[config.mk]
export PLATFORM = sky130hd
export DESIGN_NAME = tag_reply_frame_parser_core
export DESIGN_NICKNAME = d
export VERILOG_FILES = /design/src/hw/rtl/trfp_pkg.sv /design/src/hw/rtl/tag_reply_frame_parser_core.sv
export SDC_FILE = /design/constraint.sdc
export NUM_CORES = 1
export LEC_CHECK = 0
export ABC_CLOCK_PERIOD_IN_PS = 8800
export BUFFER_PORTS_ARGS = -buffer_cell sky130_fd_sc_hd__buf_2
export CAP_MARGIN = 20
export CORE_UTILIZATION = 35
export DETAILED_ROUTE_END_ITERATION = 12
export HOLD_SLACK_MARGIN = 0.03
export MAX_ROUTING_LAYER = met4
export SLEW_MARGIN = 20
export SYNTH_ARGS = -nofsm -noshare
export SYNTH_HDL_FRONTEND = slang
export SYNTH_SLANG_ARGS = --single-unit
[constraint.sdc]
create_clock -name i_clk -period 8.8 [get_ports i_clk]
set_input_delay 1.32 -clock i_clk [delete_from_list [all_inputs] [get_ports i_clk]]
set_output_delay 1.32 -clock i_clk [all_outputs]
set_load 0.05 [all_outputs]
[src/hw/rtl/trfp_pkg.sv]
// Shared constants and helpers for the tag reply frame parser.
package trfp_pkg;

    localparam int unsigned LABEL_BYTES = 12;
    localparam int unsigned HDR_LEN     = 4;
    localparam int unsigned LABEL_START = 5;
    localparam int unsigned CHECK_POS   = 17;
    localparam int unsigned POS_W       = 5;
    localparam int unsigned IDX_W       = $clog2(LABEL_BYTES);

    localparam logic [7:0] HDR_B0 = 8'he0;
    localparam logic [7:0] HDR_B1 = 8'h10;
    localparam logic [7:0] HDR_B2 = 8'h82;
    localparam logic [7:0] HDR_B3 = 8'h00;

    localparam logic STATUS_OK  = 1'b0;
    localparam logic STATUS_BAD = 1'b1;

    typedef logic [POS_W-1:0] t_pos;
    typedef logic [7:0]       t_byte;

    function automatic t_byte hdr_byte(input logic [1:0] sel);
        t_byte b;
        unique case (sel)
            2'd0:    b = HDR_B0;
            2'd1:    b = HDR_B1;
            2'd2:    b = HDR_B2;
            default: b = HDR_B3;
        endcase
        return b;
    endfunction

endpackage

[src/hw/rtl/tag_reply_frame_parser_core.sv]
// Channel   Dir  Handshake           Payload
// rx        in   i_valid / o_stall   i_rx_byte
// frame     out  o_valid / i_stall   o_frame_status, o_label_upper, o_label_lower
//
// One received word per cycle is sustained while o_stall is low; a word is held in the
// input register, and the check word's frame result is then registered in the output register.
// Only the check word waits for the output register; other words keep moving
// while a finished frame is held by i_stall.
// Synchronous active-low reset clears control state and returns to header hunt.
module tag_reply_frame_parser_core (
    input  logic                 i_clk,
    input  logic                 i_rst_n,
    input  logic                 i_valid,
    output logic                 o_stall,
    input  trfp_pkg::t_byte      i_rx_byte,
    output logic                 o_valid,
    input  logic                 i_stall,
    output logic                 o_frame_status,
    output logic [31:0]          o_label_upper,
    output logic [63:0]          o_label_lower
);
    import trfp_pkg::*;

    logic                r_in_valid;
    t_byte               r_in_byte;
    t_pos                r_pos, n_pos;
    t_byte               r_sum, n_sum;
    t_byte               r_label [LABEL_BYTES];
    logic                r_out_valid;
    logic                r_status;
    logic [31:0]         r_upper;
    logic [63:0]         r_lower;

    t_pos                pos_eff;
    logic                is_hunt;
    logic                is_check;
    logic                is_label;
    logic                out_free;
    logic                consume;
    logic                accept;
    logic [IDX_W-1:0]    label_idx;
    t_byte               sum_add;
    t_byte               expect_chk;
    t_pos                pos_diff;

    assign pos_eff  = (r_pos > t_pos'(CHECK_POS)) ? '0 : r_pos;
    assign is_hunt  = pos_eff < t_pos'(HDR_LEN);
    assign is_check = pos_eff == t_pos'(CHECK_POS);
    assign is_label = (pos_eff >= t_pos'(LABEL_START)) && !is_check;
    assign out_free = !r_out_valid || !i_stall;
    assign consume  = r_in_valid && (!is_check || out_free);
    assign o_stall  = r_in_valid && !consume;
    assign accept   = i_valid && !o_stall;
    assign pos_diff = pos_eff - t_pos'(LABEL_START);
    assign label_idx = pos_diff[IDX_W-1:0];
    assign sum_add  = r_sum + r_in_byte;
    assign expect_chk = 8'd0 - r_sum;

    always_comb begin
        n_pos = pos_eff;
        n_sum = r_sum;
        if (is_hunt) begin
            if (r_in_byte == hdr_byte(pos_eff[1:0])) begin
                n_sum = (pos_eff == '0) ? r_in_byte : sum_add;
                n_pos = pos_eff + t_pos'(1);
            end else if (r_in_byte == HDR_B0) begin
                // restart match on a fresh header start
                n_sum = r_in_byte;
                n_pos = t_pos'(1);
            end else begin
                n_sum = '0;
                n_pos = '0;
            end
        end else if (!is_check) begin
            n_sum = sum_add;
            n_pos = pos_eff + t_pos'(1);
        end else begin
            n_sum = '0;
            n_pos = '0;
        end
    end

    always_ff @(posedge i_clk) begin
        if (!i_rst_n) begin
            r_in_valid <= 1'b0;
        end else if (accept) begin
            r_in_valid <= 1'b1;
        end else if (consume) begin
            r_in_valid <= 1'b0;
        end
    end

    always_ff @(posedge i_clk) begin
        if (accept) begin
            r_in_byte <= i_rx_byte;
        end
    end

    always_ff @(posedge i_clk) begin
        if (!i_rst_n) begin
            r_pos <= '0;
            r_sum <= '0;
        end else if (consume) begin
            r_pos <= n_pos;
            r_sum <= n_sum;
        end
    end

    always_ff @(posedge i_clk) begin
        if (consume && is_label) begin
            r_label[label_idx] <= r_in_byte;
        end
    end

    always_ff @(posedge i_clk) begin
        if (!i_rst_n) begin
            r_out_valid <= 1'b0;
        end else if (consume && is_check) begin
            r_out_valid <= 1'b1;
        end else if (out_free) begin
            r_out_valid <= 1'b0;
        end
    end

    always_ff @(posedge i_clk) begin
        if (consume && is_check) begin
            r_status <= (r_in_byte == expect_chk) ? STATUS_OK : STATUS_BAD;
            r_upper  <= {r_label[0], r_label[1], r_label[2], r_label[3]};
            r_lower  <= {r_label[4], r_label[5], r_label[6], r_label[7],
                         r_label[8], r_label[9], r_label[10], r_label[11]};
        end
    end

    assign o_valid        = r_out_valid;
    assign o_frame_status = r_status;
    assign o_label_upper  = r_upper;
    assign o_label_lower  = r_lower;

    a_pos_range: assert property (@(posedge i_clk) disable iff (!i_rst_n)
        r_pos <= t_pos'(CHECK_POS))
        else $error("frame position out of range");

    a_check_emits: assert property (@(posedge i_clk) disable iff (!i_rst_n)
        consume && is_check |=> r_out_valid && r_pos == '0)
        else $error("check word did not produce a frame");

    a_sum_idle: assert property (@(posedge i_clk) disable iff (!i_rst_n)
        r_pos == '0 |-> r_sum == '0)
        else $error("running sum not cleared while hunting");

    a_no_drop: assert property (@(posedge i_clk) disable iff (!i_rst_n)
        r_out_valid && i_stall |=> r_out_valid)
        else $error("held frame dropped");

endmodule

==> run metrics, run 1 <==
FF+latch count, synth=216; Synth warnings=0; htree depth=1; post-CTS sizing=0; tool error=[ERROR DRT-0255] Maze Route cannot find path of net i_clk in worker of routeBox ( 96600 0 ) ( 150585 48300 ).; port bufs=110; Mapped Cells=413; Clock Sinks=216; gp weighted congestion=0.872; Fail Step=detailed routing (5_2_route); Root Driver=clkbuf_16; EDFF count, synth=201; status=did not finish; Yosys top cell area share=0.781; post-synthesis cell type count=58; GRT Util Overall=0.129; Mean Syn Cell Area=18.7 um^2; sequential area share after synthesis=0.820; chip height=151 um; mapped cell area=0.00773 mm^2; Remaining Overflow, GRT=0; most frequent cell after synthesis=edfxtp_1; Die Span X=151 um; postcts setup bufs=0; Post-synth top cells=edfxtp_1, nor2_1, a21oi_1; IO Count=111; Synth Flop Type=edfxtp_1; dpl hpwl=9350 um; Post-Syn Nets=442; vias in the first global route=3,773; Bufs on Longest Clock Path=3; initial core utilization=0.362; largest net degree at the start of global routing=98; Synth area leaders=edfxtp_1, dfxtp_1, ha_1; Synth area leader=edfxtp_1; initial antenna violation count=0; Num CTS Buffers=21; share of async-settable or async-resettable flops after synthesis=0; first-pass GRT wire length=21,200 um; CTS Hold Bufs=0; Cell Rows=53
==> kinds of logic after synthesis <==
| logic type | count (synthesis) | share of synthesized area |
|---|---|---|
| multiplexers | 2 | 0.00291 |
| AO/OA/AOI/OAI | 61 | 0.0585 |
| flip-flops | 216 | 0.820 |
| AND/OR/NAND/NOR | 82 | 0.0568 |
| XOR/XNOR | 20 | 0.0227 |
| buffers and inverters | 15 | 0.0107 |
| adder cells (fa/ha/maj) | 17 | 0.0285 |
==> metrics by stage <==
stage | worst slack [ns] | instances | hold WS, ns | cell area (um^2)
after global routing | 4.34 | 827 | 0.419 | 9250
after CTS | 4.59 | 827 | 0.418 | 9240
after detailed placement | 5.12 | 793 | 0.405 | 8600
after global placement | 5.30 | 793 | 0.401 | 8600
after floorplan | 2.45 | 413 | 0.400 | 7730
==> per-layer routing <==
layer	track usage
met4	0.0400
met5	-
met1	0.165
met2	0.212
met3	0.0191
==> run 2, diff against run 1 <==
--- a/config.mk
+++ b/config.mk
@@ -8,10 +8,9 @@
 export ABC_CLOCK_PERIOD_IN_PS = 8800
 export BUFFER_PORTS_ARGS = -buffer_cell sky130_fd_sc_hd__buf_2
 export CAP_MARGIN = 20
-export CORE_UTILIZATION = 35
+export CORE_UTILIZATION = 20
 export DETAILED_ROUTE_END_ITERATION = 12
-export HOLD_SLACK_MARGIN = 0.03
-export MAX_ROUTING_LAYER = met4
+export PLACE_DENSITY_LB_ADDON = 0.15
 export SLEW_MARGIN = 20
 export SYNTH_ARGS = -nofsm -noshare
 export SYNTH_HDL_FRONTEND = slang
==> run 2 against run 1 <==
  * The flow now finishes without violations
  * Area after synthesis stayed put
  * Synthesized cell count stayed put
  * Global-route usage is 3.8 points lower
==> run metrics, run 2 <==
clk slew on worst S/H paths=0.06 ns; max reg flops=96; Vias/cell=3.73; crit path time final=4.22 ns; critical path class=flip-flop to output port; EDFF count, synth=201 (unchanged); FF+latch count, synth=216 (unchanged); diode count=0; post-route cell area=0.00970 mm^2; Fin. Hold Viols=0; Yosys top cell area share=0.781 (unchanged); final setup margin=4.58 ns; adder-cell share of the synthesized area=0.0285 (unchanged); worst path required time=7.48 ns; Bufs on Longest Clock Path=3 (unchanged); drt pass-1 iters=4; most frequent cell after synthesis=edfxtp_1; nets=574; CP Capture Type=output port; Antenna Nets Post-Route=0; Clock Sinks=216 (unchanged); First DRT Iteration DRCs=200; IO Count=111 (unchanged); die area=0.0394 mm^2; Final Max Tran Viols=0; Num CTS Buffers=24 (+14%); final period utilization=0.480; share of layout cells above drive strength 1=0.290; gp weighted congestion=0.802 (-8.1%); Post-Syn Nets=442 (unchanged); htree depth=1 (unchanged); Synth area leaders=edfxtp_1, dfxtp_1, ha_1; clk_lat worst skew=0.51 ns; Root Driver=clkbuf_16; dpl hpwl=11,800 um (+27%); Worst-Margin Slew=1.01 ns; DR WL met2=8450 um; Synth Flop Type=edfxtp_1; port bufs=110 (unchanged); area delta synth->final=25.5%; worst min-delay path class=flip-flop to flip-flop; Worst Path Arrival=2.90 ns; first-pass GRT wire length=26,300 um (+24%); Cell Rows=71 (+34%); Worst VDD drop=0.000107 V; post-CTS sizing=0 (unchanged); slowest stage delay, CP=0.40 ns; DRC=0; wire length on met3=1160 um; initial core utilization=0.204 (-0.158); Startpoint Class=flip-flop; Layout Skew=0.0158 ns; Max Cap Viol=0; Synth Area in Compound Gates=0.0585 (unchanged); Die Span X=199 um (+32%); slowest stage cell on the critical path=dfxtp_1; critical path cell sequence=o31ai_2, nand2_1, inv_1, ha_1, inv_1, nor2_1, nand2_1, nor2_1, buf_2; Synth Area in XOR/XNOR=0.0227 (unchanged); Power Density=223 mW/mm^2; Finish-stage setup viols=0; share of async-settable or async-resettable flops after synthesis=0 (unchanged); multiplexer area fraction after synthesis=0.00291 (unchanged); Worst Path Max Fanout=11; Metal-1 WL=8220 um; TritonCTS clock tree=built; initial antenna violation count=2 (+2); largest net degree at the start of global routing=98 (unchanged); non-filler cells, final=1,073; postcts setup bufs=0 (unchanged); CTS Hold Bufs=0 (unchanged); Max Clk Rate=237 MHz; DR vias=4,002; top layer in use=met4; Place WS=5.08 ns (-0.0411 ns); vias in the first global route=4,141 (+9.8%); RSZ-0062 raised after global routing=no; simple-gate share of the synthesized area=0.0568 (unchanged); sequential area share after synthesis=0.820 (unchanged); P_leak=3.29 nW; main combinational cell family by area after synthesis=compound AO/OA/AOI/OAI gates; core area=0.0378 mm^2; placed instance count=1,030 (+30%); Post-synth top cells=edfxtp_1, nor2_1, a21oi_1; dpl cell area=0.00890 mm^2 (+3.6%); Mean Syn Cell Area=18.7 um^2 (unchanged); most common cell after layout, fill and taps aside=edfxtp_1; Mapped Cells=413 (unchanged); post-synthesis cell type count=58 (unchanged); TNS Setup=0 ns; Avg WL per Cell=17.0 um; Synth warnings=0 (unchanged); chip height=199 um (+32%); status=finished, final reports clean; Most flops, register=r_label; slew margin rel.=0.325; total wire length=18,200 um; Remaining Overflow, GRT=0 (unchanged); most frequent cells in the layout=edfxtp_1, buf_2, clkbuf_16, nor2_1, a21oi_1; GRT Util Overall=0.0909 (-0.0378); mapped cell area=0.00773 mm^2 (unchanged); Synth area leader=edfxtp_1
-- run 2: cell counts after synthesis --
Identical to the previous run, type by type.
-- run 2: worst paths after layout --
path                        from                 to  slack (ns)  cells after the start
setup / recovery        r_pos[2]            o_stall        4.58                      9
hold reg to reg   r_label[10][3]  o_label_lower[11]        0.42                      0
setup reg to reg        r_pos[4]      r_label[8][5]        5.46                      9
hold / removal    r_label[10][3]  o_label_lower[11]        0.42                      0
-- run 2: metal layers --
layer,vias up,GRT usage
li1,1865,-
met1,1979,0.121
met2,125,0.145
met3,33,0.0215
met4,0,0.0291
met5,-,0
-- run 2: kinds of logic (layout without fill, tap and decap cells) --
logic type	after synthesis	in the layout
AND/OR/NAND/NOR	82	82
buffers and inverters	15	164
flip-flops	216	216
multiplexers	2	2
adder cells (fa/ha/maj)	17	17
AO/OA/AOI/OAI	61	61
XOR/XNOR	20	20
-- run 2: worst max-delay path, delay by kind of cell (launching register included) --
| family | cells | cell delay [ns] |
|---|---|---|
| buffers and inverters | 3 | 0.63 |
| and+or+nand+nor | 4 | 0.80 |
| DFF | 1 | 0.40 |
| adders and majority gates | 1 | 0.26 |
| AOI/OAI and AO/OA | 1 | 0.32 |
-- run 2: final cells by class --
type	instances	area [um^2]
clock inverters	13	139
repair buffers	114	584
multi-input cells	182	1330
fillers	3932	28100
well taps	511	639
clock buffers	30	644
inverters	7	26.3
flip-flops and latches	216	6340
-- run 2: where the power goes --
| part | internal, mW | leakage (nW) | total, mW | switching, mW |
|---|---|---|---|---|
| Clock | 0.604 | 0.386 | 0.985 | 0.381 |
| Combinational | 0.0159 | 0.972 | 0.0427 | 0.0267 |
| Sequential | 1.12 | 1.93 | 1.14 | 0.0164 |
-- run 2: per-stage QoR --
stage	util	hold WS [ns]	total power, mW
2_1_floorplan	-	0.400	1.18
3_3_place_gp	0.235	0.405	1.20
3_5_place_dp	0.235	0.405	1.20
4_1_cts	0.256	0.416	2.20
5_1_grt	0.256	0.421	2.24
6_report	0.256	0.415	2.17
Note: power is estimated with default switching activity, not from simulation.
